===== src/prle_pkg.sv =====
package prle_pkg;

  localparam int unsigned ILEN_W = 26;
  localparam int unsigned OLEN_W = 32;

  // decoder phase
  localparam logic [1:0] PH_HEADER  = 2'd0;
  localparam logic [1:0] PH_LITERAL = 2'd1;
  localparam logic [1:0] PH_REPEAT  = 2'd2;

  // status codes
  localparam logic [2:0] ST_BUSY      = 3'd0;
  localparam logic [2:0] ST_FULL      = 3'd1;
  localparam logic [2:0] ST_INPUT_END = 3'd2;
  localparam logic [2:0] ST_TRUNC     = 3'd3;
  localparam logic [2:0] ST_OVERFLOW  = 3'd4;

  // action codes
  localparam logic ACT_DATA    = 1'b0;
  localparam logic ACT_RESTART = 1'b1;

  // configuration register indexes
  localparam logic CFG_INPUT_LENGTH  = 1'b0;
  localparam logic CFG_OUTPUT_LENGTH = 1'b1;

  // no-op header byte (-128)
  localparam logic [7:0] HDR_NOP = 8'h80;

  typedef struct packed {
    logic [1:0]        phase;
    logic [7:0]        literal_left;
    logic [7:0]        repeat_count;
    logic [ILEN_W-1:0] input_position;
    logic [OLEN_W-1:0] output_position;
    logic [2:0]        decode_status;
  } dec_state_t;

  typedef struct packed {
    logic       write_enable;
    logic [7:0] out_byte;
    logic [7:0] run_length;
    logic [2:0] status;
  } dec_result_t;

  localparam dec_state_t DEC_STATE_CLEAR = '{
    phase:           PH_HEADER,
    literal_left:    8'd0,
    repeat_count:    8'd0,
    input_position:  '0,
    output_position: '0,
    decode_status:   ST_BUSY
  };

endpackage


===== src/packbits_rle_decoder_core.sv =====
// PackBits run-length decoder. One compressed byte is taken per item and
// exactly one result comes back per item: a run as a byte value and a copy
// count (1 for each literal byte, 2..128 for a repeat, 0 with no run), plus
// the decoder status. Throughput is one item per clock while results are
// taken. An item is captured in the input register when accepted; the
// combinational decode step fills the result register once it is free. A
// result left waiting holds the input register; the input stays ready in
// that cycle whenever out_ready is high. The user must write the lengths
// via the cfg port (index 0 input length, index 1 output length) only while
// idle, unenforced by the block; a restart clears position counters and status.
module packbits_rle_decoder_core (
  input  logic                        clk,
  input  logic                        rst_n,
  input  logic                        in_valid,
  output logic                        in_ready,
  input  logic                        in_action,
  input  logic [7:0]                  in_data_byte,
  output logic                        out_valid,
  input  logic                        out_ready,
  output logic                        out_write_enable,
  output logic [7:0]                  out_out_byte,
  output logic [7:0]                  out_run_length,
  output logic [2:0]                  out_status,
  input  logic                        cfg_valid,
  output logic                        cfg_ready,
  input  logic                        cfg_index,
  input  logic [31:0]                 cfg_data
);

  logic                          s1_valid_r;
  logic                          s1_action_r;
  logic [7:0]                    s1_byte_r;
  logic                          out_valid_r;
  prle_pkg::dec_result_t         out_res_r;
  prle_pkg::dec_state_t          state_r;
  prle_pkg::dec_state_t          state_nxt;
  prle_pkg::dec_result_t         res_nxt;
  logic [prle_pkg::ILEN_W-1:0]   ilen_r;
  logic [prle_pkg::OLEN_W-1:0]   olen_r;
  logic                          advance;

  assign advance   = s1_valid_r && (!out_valid_r || out_ready);
  assign in_ready  = !s1_valid_r || advance;
  assign cfg_ready = 1'b1;

  prle_step u_step (
    .cur           (state_r),
    .action        (s1_action_r),
    .data_byte     (s1_byte_r),
    .input_length  (ilen_r),
    .output_length (olen_r),
    .nxt           (state_nxt),
    .res           (res_nxt)
  );

  always_ff @(posedge clk) begin
    if (!rst_n) begin
      ilen_r <= '0;
      olen_r <= '0;
    end else if (cfg_valid && cfg_ready) begin
      case (cfg_index)
        prle_pkg::CFG_INPUT_LENGTH:  ilen_r <= cfg_data[prle_pkg::ILEN_W-1:0];
        prle_pkg::CFG_OUTPUT_LENGTH: olen_r <= cfg_data;
        default: ilen_r <= ilen_r;
      endcase
    end
  end

  always_ff @(posedge clk) begin
    if (!rst_n) begin
      s1_valid_r  <= 1'b0;
      out_valid_r <= 1'b0;
      state_r     <= prle_pkg::DEC_STATE_CLEAR;
    end else begin
      if (in_valid && in_ready) begin
        s1_valid_r <= 1'b1;
      end else if (advance) begin
        s1_valid_r <= 1'b0;
      end
      if (advance) begin
        out_valid_r <= 1'b1;
        state_r     <= state_nxt;
      end else if (out_ready) begin
        out_valid_r <= 1'b0;
      end
    end
  end

  always_ff @(posedge clk) begin
    if (in_valid && in_ready) begin
      s1_action_r <= in_action;
      s1_byte_r   <= in_data_byte;
    end
    if (advance) begin
      out_res_r <= res_nxt;
    end
  end

  assign out_valid        = out_valid_r;
  assign out_write_enable = out_res_r.write_enable;
  assign out_out_byte     = out_res_r.out_byte;
  assign out_run_length   = out_res_r.run_length;
  assign out_status       = out_res_r.status;

endmodule


===== src/prle_step.sv =====
// One decode step: next state and result for one item.
module prle_step (
  input  prle_pkg::dec_state_t                cur,
  input  logic                                action,
  input  logic [7:0]                          data_byte,
  input  logic [prle_pkg::ILEN_W-1:0]         input_length,
  input  logic [prle_pkg::OLEN_W-1:0]         output_length,
  output prle_pkg::dec_state_t                nxt,
  output prle_pkg::dec_result_t               res
);

  logic [prle_pkg::ILEN_W:0] lit_in_sum;
  logic [prle_pkg::ILEN_W:0] ipos_inc;
  logic [prle_pkg::OLEN_W:0] lit_out_sum;
  logic [prle_pkg::OLEN_W:0] rep_hdr_sum;
  logic [prle_pkg::OLEN_W:0] rep_out_sum;
  logic [prle_pkg::ILEN_W:0] ilen_x;
  logic [prle_pkg::OLEN_W:0] olen_x;
  logic [7:0]                hdr_rep_count;
  logic [7:0]                lit_left_dec;
  prle_pkg::dec_state_t      mid;
  prle_pkg::dec_result_t     res_mid;

  assign ilen_x        = {1'b0, input_length};
  assign olen_x        = {1'b0, output_length};
  assign ipos_inc      = {1'b0, cur.input_position} + (prle_pkg::ILEN_W+1)'(1);
  // literal header: position after header plus run of data_byte+1
  assign lit_in_sum    = {1'b0, cur.input_position} + (prle_pkg::ILEN_W+1)'(data_byte)
                         + (prle_pkg::ILEN_W+1)'(2);
  assign lit_out_sum   = {1'b0, cur.output_position} + (prle_pkg::OLEN_W+1)'(data_byte)
                         + (prle_pkg::OLEN_W+1)'(1);
  // repeat count 1-n, i.e. 257-b, 2..128 for a repeat header
  assign hdr_rep_count = 8'd1 - data_byte;
  assign rep_hdr_sum   = {1'b0, cur.output_position} + (prle_pkg::OLEN_W+1)'(hdr_rep_count);
  assign rep_out_sum   = {1'b0, cur.output_position}
                         + (prle_pkg::OLEN_W+1)'(cur.repeat_count);
  assign lit_left_dec  = cur.literal_left - 8'd1;

  always_comb begin
    mid     = cur;
    res_mid = '0;
    if (action == prle_pkg::ACT_RESTART) begin
      mid = prle_pkg::DEC_STATE_CLEAR;
    end else if (cur.decode_status == prle_pkg::ST_BUSY) begin
      case (cur.phase)
        prle_pkg::PH_HEADER: begin
          if (cur.output_position >= output_length) begin
            mid.decode_status = prle_pkg::ST_FULL;
          end else if (cur.input_position >= input_length) begin
            mid.decode_status = prle_pkg::ST_INPUT_END;
          end else begin
            mid.input_position = ipos_inc[prle_pkg::ILEN_W-1:0];
            if (!data_byte[7]) begin
              if (lit_in_sum > ilen_x) begin
                mid.decode_status = prle_pkg::ST_TRUNC;
              end else if (lit_out_sum > olen_x) begin
                mid.decode_status = prle_pkg::ST_OVERFLOW;
              end else begin
                mid.literal_left = data_byte + 8'd1;
                mid.phase        = prle_pkg::PH_LITERAL;
              end
            end else if (data_byte != prle_pkg::HDR_NOP) begin
              if (ipos_inc >= ilen_x) begin
                mid.decode_status = prle_pkg::ST_TRUNC;
              end else if (rep_hdr_sum > olen_x) begin
                mid.decode_status = prle_pkg::ST_OVERFLOW;
              end else begin
                mid.repeat_count = hdr_rep_count;
                mid.phase        = prle_pkg::PH_REPEAT;
              end
            end
          end
        end
        prle_pkg::PH_LITERAL: begin
          if (cur.input_position >= input_length) begin
            mid.decode_status = prle_pkg::ST_TRUNC;
          end else if (cur.output_position >= output_length) begin
            mid.decode_status = prle_pkg::ST_OVERFLOW;
          end else begin
            mid.input_position  = ipos_inc[prle_pkg::ILEN_W-1:0];
            mid.output_position = cur.output_position + prle_pkg::OLEN_W'(1);
            mid.literal_left    = lit_left_dec;
            if (lit_left_dec == 8'd0) begin
              mid.phase = prle_pkg::PH_HEADER;
            end
            res_mid.write_enable = 1'b1;
            res_mid.out_byte     = data_byte;
            res_mid.run_length   = 8'd1;
          end
        end
        prle_pkg::PH_REPEAT: begin
          if (cur.input_position >= input_length) begin
            mid.decode_status = prle_pkg::ST_TRUNC;
          end else if (rep_out_sum > olen_x) begin
            mid.decode_status = prle_pkg::ST_OVERFLOW;
          end else begin
            mid.input_position   = ipos_inc[prle_pkg::ILEN_W-1:0];
            mid.output_position  = rep_out_sum[prle_pkg::OLEN_W-1:0];
            mid.repeat_count     = 8'd0;
            mid.phase            = prle_pkg::PH_HEADER;
            res_mid.write_enable = 1'b1;
            res_mid.out_byte     = data_byte;
            res_mid.run_length   = cur.repeat_count;
          end
        end
        default: begin
          mid = cur;
        end
      endcase
    end
  end

  // end checks once the step leaves the decoder waiting for a header
  always_comb begin
    nxt = mid;
    if (mid.decode_status == prle_pkg::ST_BUSY && mid.phase == prle_pkg::PH_HEADER) begin
      if (mid.output_position >= output_length) begin
        nxt.decode_status = prle_pkg::ST_FULL;
      end else if (mid.input_position >= input_length) begin
        nxt.decode_status = prle_pkg::ST_INPUT_END;
      end
    end
    res        = res_mid;
    res.status = nxt.decode_status;
  end

endmodule


===== config.mk =====
export PLATFORM = sky130hd
export DESIGN_NAME = packbits_rle_decoder_core
export DESIGN_NICKNAME = d
export VERILOG_FILES = /design/src/prle_pkg.sv /design/src/packbits_rle_decoder_core.sv /design/src/prle_step.sv
export SDC_FILE = /design/constraint.sdc
export NUM_CORES = 1
export LEC_CHECK = 0
export BUFFER_PORTS_ARGS = -buffer_cell sky130_fd_sc_hd__buf_2
export CORE_ASPECT_RATIO = 1.4
export CORE_UTILIZATION = 47
export DETAILED_ROUTE_END_ITERATION = 7
export PLACE_DENSITY = 0.66
export RECOVER_POWER = 50
export SLEW_MARGIN = 15
export SYNTH_ARGS = -nofsm -noshare
export SYNTH_HDL_FRONTEND = slang
export SYNTH_SLANG_ARGS = --single-unit
export TNS_END_PERCENT = 5

===== constraint.sdc =====
create_clock -name clk -period 9.6 [get_ports clk]
set_clock_uncertainty 0.1 [all_clocks]
set_input_delay 1.92 -clock clk [delete_from_list [all_inputs] [get_ports clk]]
set_output_delay 1.92 -clock clk [all_outputs]
set_load 0.02 [all_outputs]

; ---- Yosys cells after proc, flatten, opt, wreduce, memory -nomap -nowiden
; Cells that the tools add are included.
[word_totals]
wordCells = 130
regBits = 168
output_inout_bits = 23
input_bits = 47
[op_classes]
add_sub_neg = 11
bitwise_logic = 2
muxes = 54
n_eq_ne = 16
reduce_logical = 22
magnitude_cmp = 9
[ops]
columns = cell, count
row1 = 79-bit 2-to-1 mux, 2
row2 = 66-bit 2-to-1 mux, 2
row3 = 58-bit 2-to-1 mux, 2
row4 = 32-bit by 8-bit adder with 33-bit output, 3
row5 = 33-bit by 32-bit > comparator with 1-bit output, 3
row6 = 44-bit 2-to-1 mux, 2
row7 = 26-bit case mux with 3 select lines, 1
row8 = 17-bit 2-to-1 mux, 4
row9 = 32-bit >= comparator, 2
row10 = 32-bit case mux with 2 select lines, 1
row11 = 26-bit >= comparator, 2
row12 = 3-bit 2-to-1 mux, 15
row13 = 10-bit 2-to-1 mux, 4
row14 = 8-bit 2-to-1 mux, 5
row15 = "3-bit inequality test, second input constant", 12
row16 = 17-bit case mux with 2 select lines, 1
row17 = "33-bit by 1-bit adder with 33-bit output, second input constant", 1
row18 = "32-bit by 1-bit adder with 32-bit output, second input constant", 1
row19 = 8-bit case mux with 2 select lines, 2
row20 = "26-bit by 1-bit adder with 27-bit output, second input constant", 1
row21 = 26-bit by 8-bit adder with 27-bit output, 1
row22 = "27-bit by 2-bit adder with 27-bit output, second input constant", 1
row23 = 27-bit by 26-bit >= comparator with 1-bit output, 1
row24 = 27-bit by 26-bit > comparator with 1-bit output, 1
row25 = other kinds (24), 44

; ---- Longest topological paths before layout
[depth]
depth_word = 16
depth_mapped = 37
ltp_nobuf = 33

; ---- By module
; From an unflattened synthesis, not the netlist that was laid out.
[unflattened]
hier_cells = 2429
hier_area_um2 = 18930.7
[modules_own_cells]
columns = module, area_each_um2, n_inst, cells_each, seq_area_each_um2
row1 = prle_step, 12568.3, 1, 1791, 0.0
row2 = packbits_rle_decoder_core, 6362.4, 1, 638, 3653.5

; ---- Worst setup path after synthesis
; No wires, ideal clock.
[synth_timing]
path_kind = reg2reg
start = register state_r[20] (netlist bit)
end = register out_res_r, in the netlist out_status[1] (data pin)
setup_slack_ns = 2.809
path_stages_with_launch = 35
period_less_slack_ns = 6.791
required_ns = 9.230
arrival_time_ns = 6.421
setup_time_ns = 0.270
path_buffers = 4
cell_sequence = dfxtp_1 clkbuf_1 and3_1 and2_1 nand3_1 or3_1 clkbuf_1 or3_1 nor2_1 nand2_1 xnor2_1 ha_1 a2111oi_0 o21ai_0 o21ai_0 nand4_1 o2111ai_1 and4_1 clkbuf_1 o21ai_1 clkbuf_1 nor3_1 a21oi_1 nor2_1 ha_1 a21o_1 a21o_1 a21oi_1 o21ai_0 a221oi_1 o31ai_1 a311oi_1 a211oi_1 nand4_1 nand2_1
[synth_rtl]
columns = item, line
row1 = "start, declared", packbits_rle_decoder_core.sv:35  ; prle_pkg::dec_state_t state_r;
row2 = "start signal, assigned", packbits_rle_decoder_core.sv:73  ; state_r <= prle_pkg::DEC_STATE_CLEAR;
row3 = "start signal, assigned", packbits_rle_decoder_core.sv:82  ; state_r <= state_nxt;
row4 = "end signal, assigned", packbits_rle_decoder_core.sv:95  ; out_res_r <= res_nxt;
row5 = "end, declared", packbits_rle_decoder_core.sv:34  ; prle_pkg::dec_result_t out_res_r;

; ---- Worst setup path after layout
[layout_timing]
start = register state_r[4] (netlist bit)
end = register state_r[1] (netlist bit)
[layout_via]
elab_chain_cells = 14
elab_cells_between_ends = 51
cone_classes = add/sub: 5 / order compare: 6 / mux: 37 / reduce/logical: 3
[layout_lines]
columns = item, line
row1 = "32-bit by 8-bit adder with 33-bit output, on equally long branches", "prle_step.sv:30, prle_step.sv:34"
row2 = 33-bit by 1-bit adder with 33-bit output / 33-bit by 32-bit > comparator with 1-bit output (equally long branches), "prle_step.sv:31, prle_step.sv:65"
row3 = "33-bit by 32-bit > comparator with 1-bit output, or another cell as far along", prle_step.sv:56  ; end else if (lit_out_sum > olen_x) begin
row4 = "3-bit 2-to-1 mux, or another cell as far along", prle_step.sv:56
row5 = "3-bit 2-to-1 mux, or another cell as far along", prle_step.sv:54  ; if (lit_in_sum > ilen_x) begin
row6 = 3-bit 2-to-1 mux / 2-bit 2-to-1 mux (equally long branches), prle_step.sv:53  ; if (!data_byte[7]) begin
row7 = 3-bit 2-to-1 mux / 44-bit 2-to-1 mux (equally long branches), prle_step.sv:49  ; end else if (cur.input_position >= input_length) begin
row8 = 3-bit 2-to-1 mux / 44-bit 2-to-1 mux (equally long branches), prle_step.sv:47  ; if (cur.output_position >= output_length) begin
row9 = 3-bit case mux with 3 select lines / 2-bit case mux with 3 select lines (equally long branches), prle_step.sv:45  ; case (cur.phase)
row10 = 79-bit 2-to-1 mux *, prle_step.sv:44  ; end else if (cur.decode_status == prle_pkg::ST_BUSY) begin
row11 = 79-bit 2-to-1 mux *, prle_step.sv:42  ; if (action == prle_pkg::ACT_RESTART) begin
row12 = "3-bit 2-to-1 mux, or another cell as far along", prle_step.sv:119  ; end else if (mid.input_position >= input_length) begin
row13 = 3-bit 2-to-1 mux / 1-bit logical AND (equally long branches), "prle_step.sv:117, prle_step.sv:116"
row14 = 3-bit 2-to-1 mux *, prle_step.sv:116  ; if (mid.decode_status == prle_pkg::ST_BUSY && mid.phase == prle_pkg::PH_HEADER) begin
; Every way passes the cells marked *; elsewhere a longest branch is shown, timed or not. The select of a mux whose other input is x is not followed.
; A chain may end at the register's enable or synchronous reset.

==> results.md <==
* Row count at between 80 and 90
* Post-Synth XOR/XNOR Area at between 7 and 8%
* VDD IR-drop max at around 120 uV
* Placed cell areas at 19270 um^2
* Met3 Use GR at under 10%
* Longest Clk Path Bufs at 2
* Critical Path Start: state_r[4]
* Max-cap violations at 5
* DR DRC count at 0
* Pwr Density at just over 100 nW/um^2
* Synth unique cells at a little over 80
* Worst path slowest cell: a31oi_1
* Final WS setup at 494.0 ps
* Violations in the final reports: max-capacitance violations, max-slew violations
* Placer congestion estimate at 1.060
* DRT iter0 DRCs at about 1800
* GRT Total Usage at approximately two fifths
* Startpoint types: flop
* Mux cell area share after synthesis at less than 1%
* Most common cell in the netlist: ha_1
* Synthesized area per cell at approximately 7.6 um^2
* Min Tclk post-route at around 9000 ps
* Yosys top cell area share at 21.41%
* Period utilization at 94.85%
* Slew HR at -167.7%
* I/O pins at 70
* Area leader, netlist: ha_1
* Initial Util at 47.83%
* Area share of fa/ha/maj cells after synthesis at about 22%
* Seq pwr share at a little under two fifths
* Comb pwr share at between 20% and 30%
* Clk sink count at about 170
* CTS tree: done
* CTS clk-pin slew, worst paths at ~80 ps
* Post-Syn Nets at 2804
* Share of cells above drive strength 1 at roughly 6%
* Data required time of the worst path at between 9000 and 10000 ps
* Worst-Skew Late Latency at roughly 470 ps
* Delay-heaviest family, CP: compound AO/OA/AOI/OAI gates
* Clock power share at 37.0%
* Die height at roughly 240 um
* Kind of critical path: flop to flop
* GR peak layer: met2
* RR Startpoint: state_r[4]
* Largest net degree at the start of global routing at between 60 and 70
* Final Setup Violations at 0
* Leakage at 0.008350 uW
* Hold wc startpoint: olen_r[31]
* Asr flop ratio synth at 0%
* Port Buffers at between 60 and 70
* Slowest stage delay, CP at just over 900 ps
* Net switching power at roughly 770 uW
* Post-DRT Antenna Nets at 0
* H-Tree Depth at 4
* Syn-to-layout area delta at 7.733%
* Multi-input gate area at ~14000 um^2
* Die area at approximately 40000 um^2
* Final wirelength at 77780 um
* Post-CTS setup buffers at 0
* Pre-Repair DR Iteration Count at 8
* Critical Path Most Common Cell: o21ai_0
* First-pass GRT wire length at 114800 um
* Fill count at between 3000 and 4000
* Final Cell Area at slightly below 20000 um^2
* Synth Area in Compound Gates at 22.71%
* Hold buffers post-CTS at 0
* Top cells by area, synth: ha_1, dfxtp_1, a21oi_1
* Synthesis Warnings at 0
* Hold Crit Class: flop to flop
* Synth Cell Area at 18410 um^2
* Seq/Total Area, Yosys at approximately a fifth
* Slew Limit Fails at between 200 and 300
* Crit Path Max Fanout at 12
* Die Wd at between 150 and 200 um
* FF+latch count, synth at ~170
* Hpwl dp at between 50000 and 60000 um
* CP Capture Type: flop
* Via count at ~19000
* Initial antenna violation count at 0
* Clock root buffer: clkbuf_16
* Average wire per standard cell at between 20 and 30 um
* Post-CTS resize count at 0
* Post-synth top cells: ha_1, nand2_1, a21oi_1
* Seq. cell area at 3654 um^2
* Max frequency at between 100 and 150 MHz
* Slew @ Worst Pin at 4015 ps
* Most used flip-flop cell after synthesis: dfxtp_1
* Area share of and/or/nand/nor cells after synthesis at between 20% and 30%
* Sw Ratio at between 30% and 40%
* Int Pwr at 1276 uW
* Main combinational cell family by area after synthesis: simple AND/OR/NAND/NOR gates
* Synthesized instance count at around 2400
* # nets final at around 2800
* Core ar. at roughly 38000 um^2
* RSZ-0062 raised after global routing: false
* Worst path bufs/invs at 2
* Total CTS buffers at 17
* Post-place setup slack at 914.4 ps
* Vias per std cell at 6.439
* Met2 Use GR at 66.78%
* Outcome: finished, violations left
* Worst Path Arrival at slightly above 9000 ps
* Util after Layout at 51.52%
* Fin. Hold Viols at 0
* Vias in the first global route at around 19000
* Met1 Use GR at around 41%
* EDFF count, synth at 29
* Remaining Overflow, GRT at 0
* Setup TNS at 0 ps
## layout by cell type (no fill, tap or decap), types with 7 or more instances in the layout
cell type  Yosys  final
ha_1         315    315
nand2_1      314    314
a21oi_1      239    239
nor2_1       181    181
o21ai_0      142    142
dfxtp_1      139    139
inv_1        107    106
xnor2_1       93     93
nand4_1       81     81
nand3_1       72     72
xor2_1        62     62
nor3_1        58     56
a21o_1        48     48
buf_2          5     45
buf_4          1     44
and3_1        36     36
edfxtp_1      29     29
clkbuf_1     114     27
o21a_1        25     25
and2_1        24     23
nor2b_1       24     23
nor4_1        22     22
a22oi_1       22     22
a211oi_1      21     21
clkbuf_16      0     17
o22ai_1       16     16
a31oi_1       16     16
nand2b_1      16     15
o211ai_1      14     14
or3_1         14     14
a22o_1        14     14
and4_1        11     11
a21boi_0       9      9
o21ai_1        8      8
a32o_1         7      7
a221oi_1       7      7
o21bai_1       7      7
a221o_1        7      7
## layout make-up
| type | instances | share of cell area, % |
|---|---|---|
| multi-input combinational | 2029 | 69.84 |
| sequential | 168 | 18.42 |
| timing repair buffer | 116 | 3.311 |
| tap | 522 | 3.293 |
| clock buffer | 17 | 2.145 |
| inverter | 109 | 2.069 |
| clock inverter | 15 | 0.9146 |
| antenna | 1 | 0.01262 |
## worst register-to-register path, delay by kind of cell (launching register included)
family / cells / cell delay [ps]
flops: 1 / 570
buf+inv: 2 / 390
xor+xnor: 1 / 190
simple gates: 11 / 2360
fa+ha+maj: 3 / 1130
compound gates: 15 / 4230
## state kept, by name, indices dropped and copies added (netlist names)
| signal | count |
|---|---|
| out_run_length | 8 |
| state_r | 79 |
| out_valid | 1 |
| out_write_enable | 1 |
| s1_byte_r | 8 |
| s1_action_r | 1 |
| out_out_byte | 8 |
| olen_r | 32 |
| ilen_r | 26 |
| out_status | 3 |
| s1_valid_r | 1 |
## metrics by stage
stage          power, uW  hold slack (ps)  cells
6_report            2050            353.4   2977
2_1_floorplan       1099            336.3   2438
3_5_place_dp        1288            348.1   2944
3_3_place_gp        1278            344.1   2944
5_1_grt             2112            375.5   2976
4_1_cts             2034            358.2   2976
## cells by family after synthesis
kind of cell,after synthesis
mux,5
xor+xnor,155
compound gates,666
other cells,1
simple gates,883
buf+inv,241
flops,168
fa+ha+maj,319
## routing by layer
layer	part of all wire, %	up-vias
li1	-	8875
met1	36	9047
met2	48	906
met3	6.1	341
met4	10	0
met5	0	-
## path summary, 6_finish.rpt
| check | end | slack [ps] | cells after the start |
|---|---|---|---|
| setup / recovery | state_r[1] | 490 | 32 |
| hold / removal | olen_r[31] | 350 | 2 |
| setup reg to reg | state_r[1] | 490 | 32 |
| hold reg to reg | olen_r[31] | 350 | 2 |
## power groups by stage
| stage | Sequential (uW) | Combinational [uW] | Clock (uW) |
|---|---|---|---|
| global route | 762 | 571 | 780 |
| finish | 761 | 530 | 759 |
| global placement | 775 | 504 | 0 |
| CTS | 759 | 515 | 760 |
| detailed placement | 775 | 513 | 0 |
| floorplan | 768 | 332 | 0 |
Power figures use the tool's default switching activity.
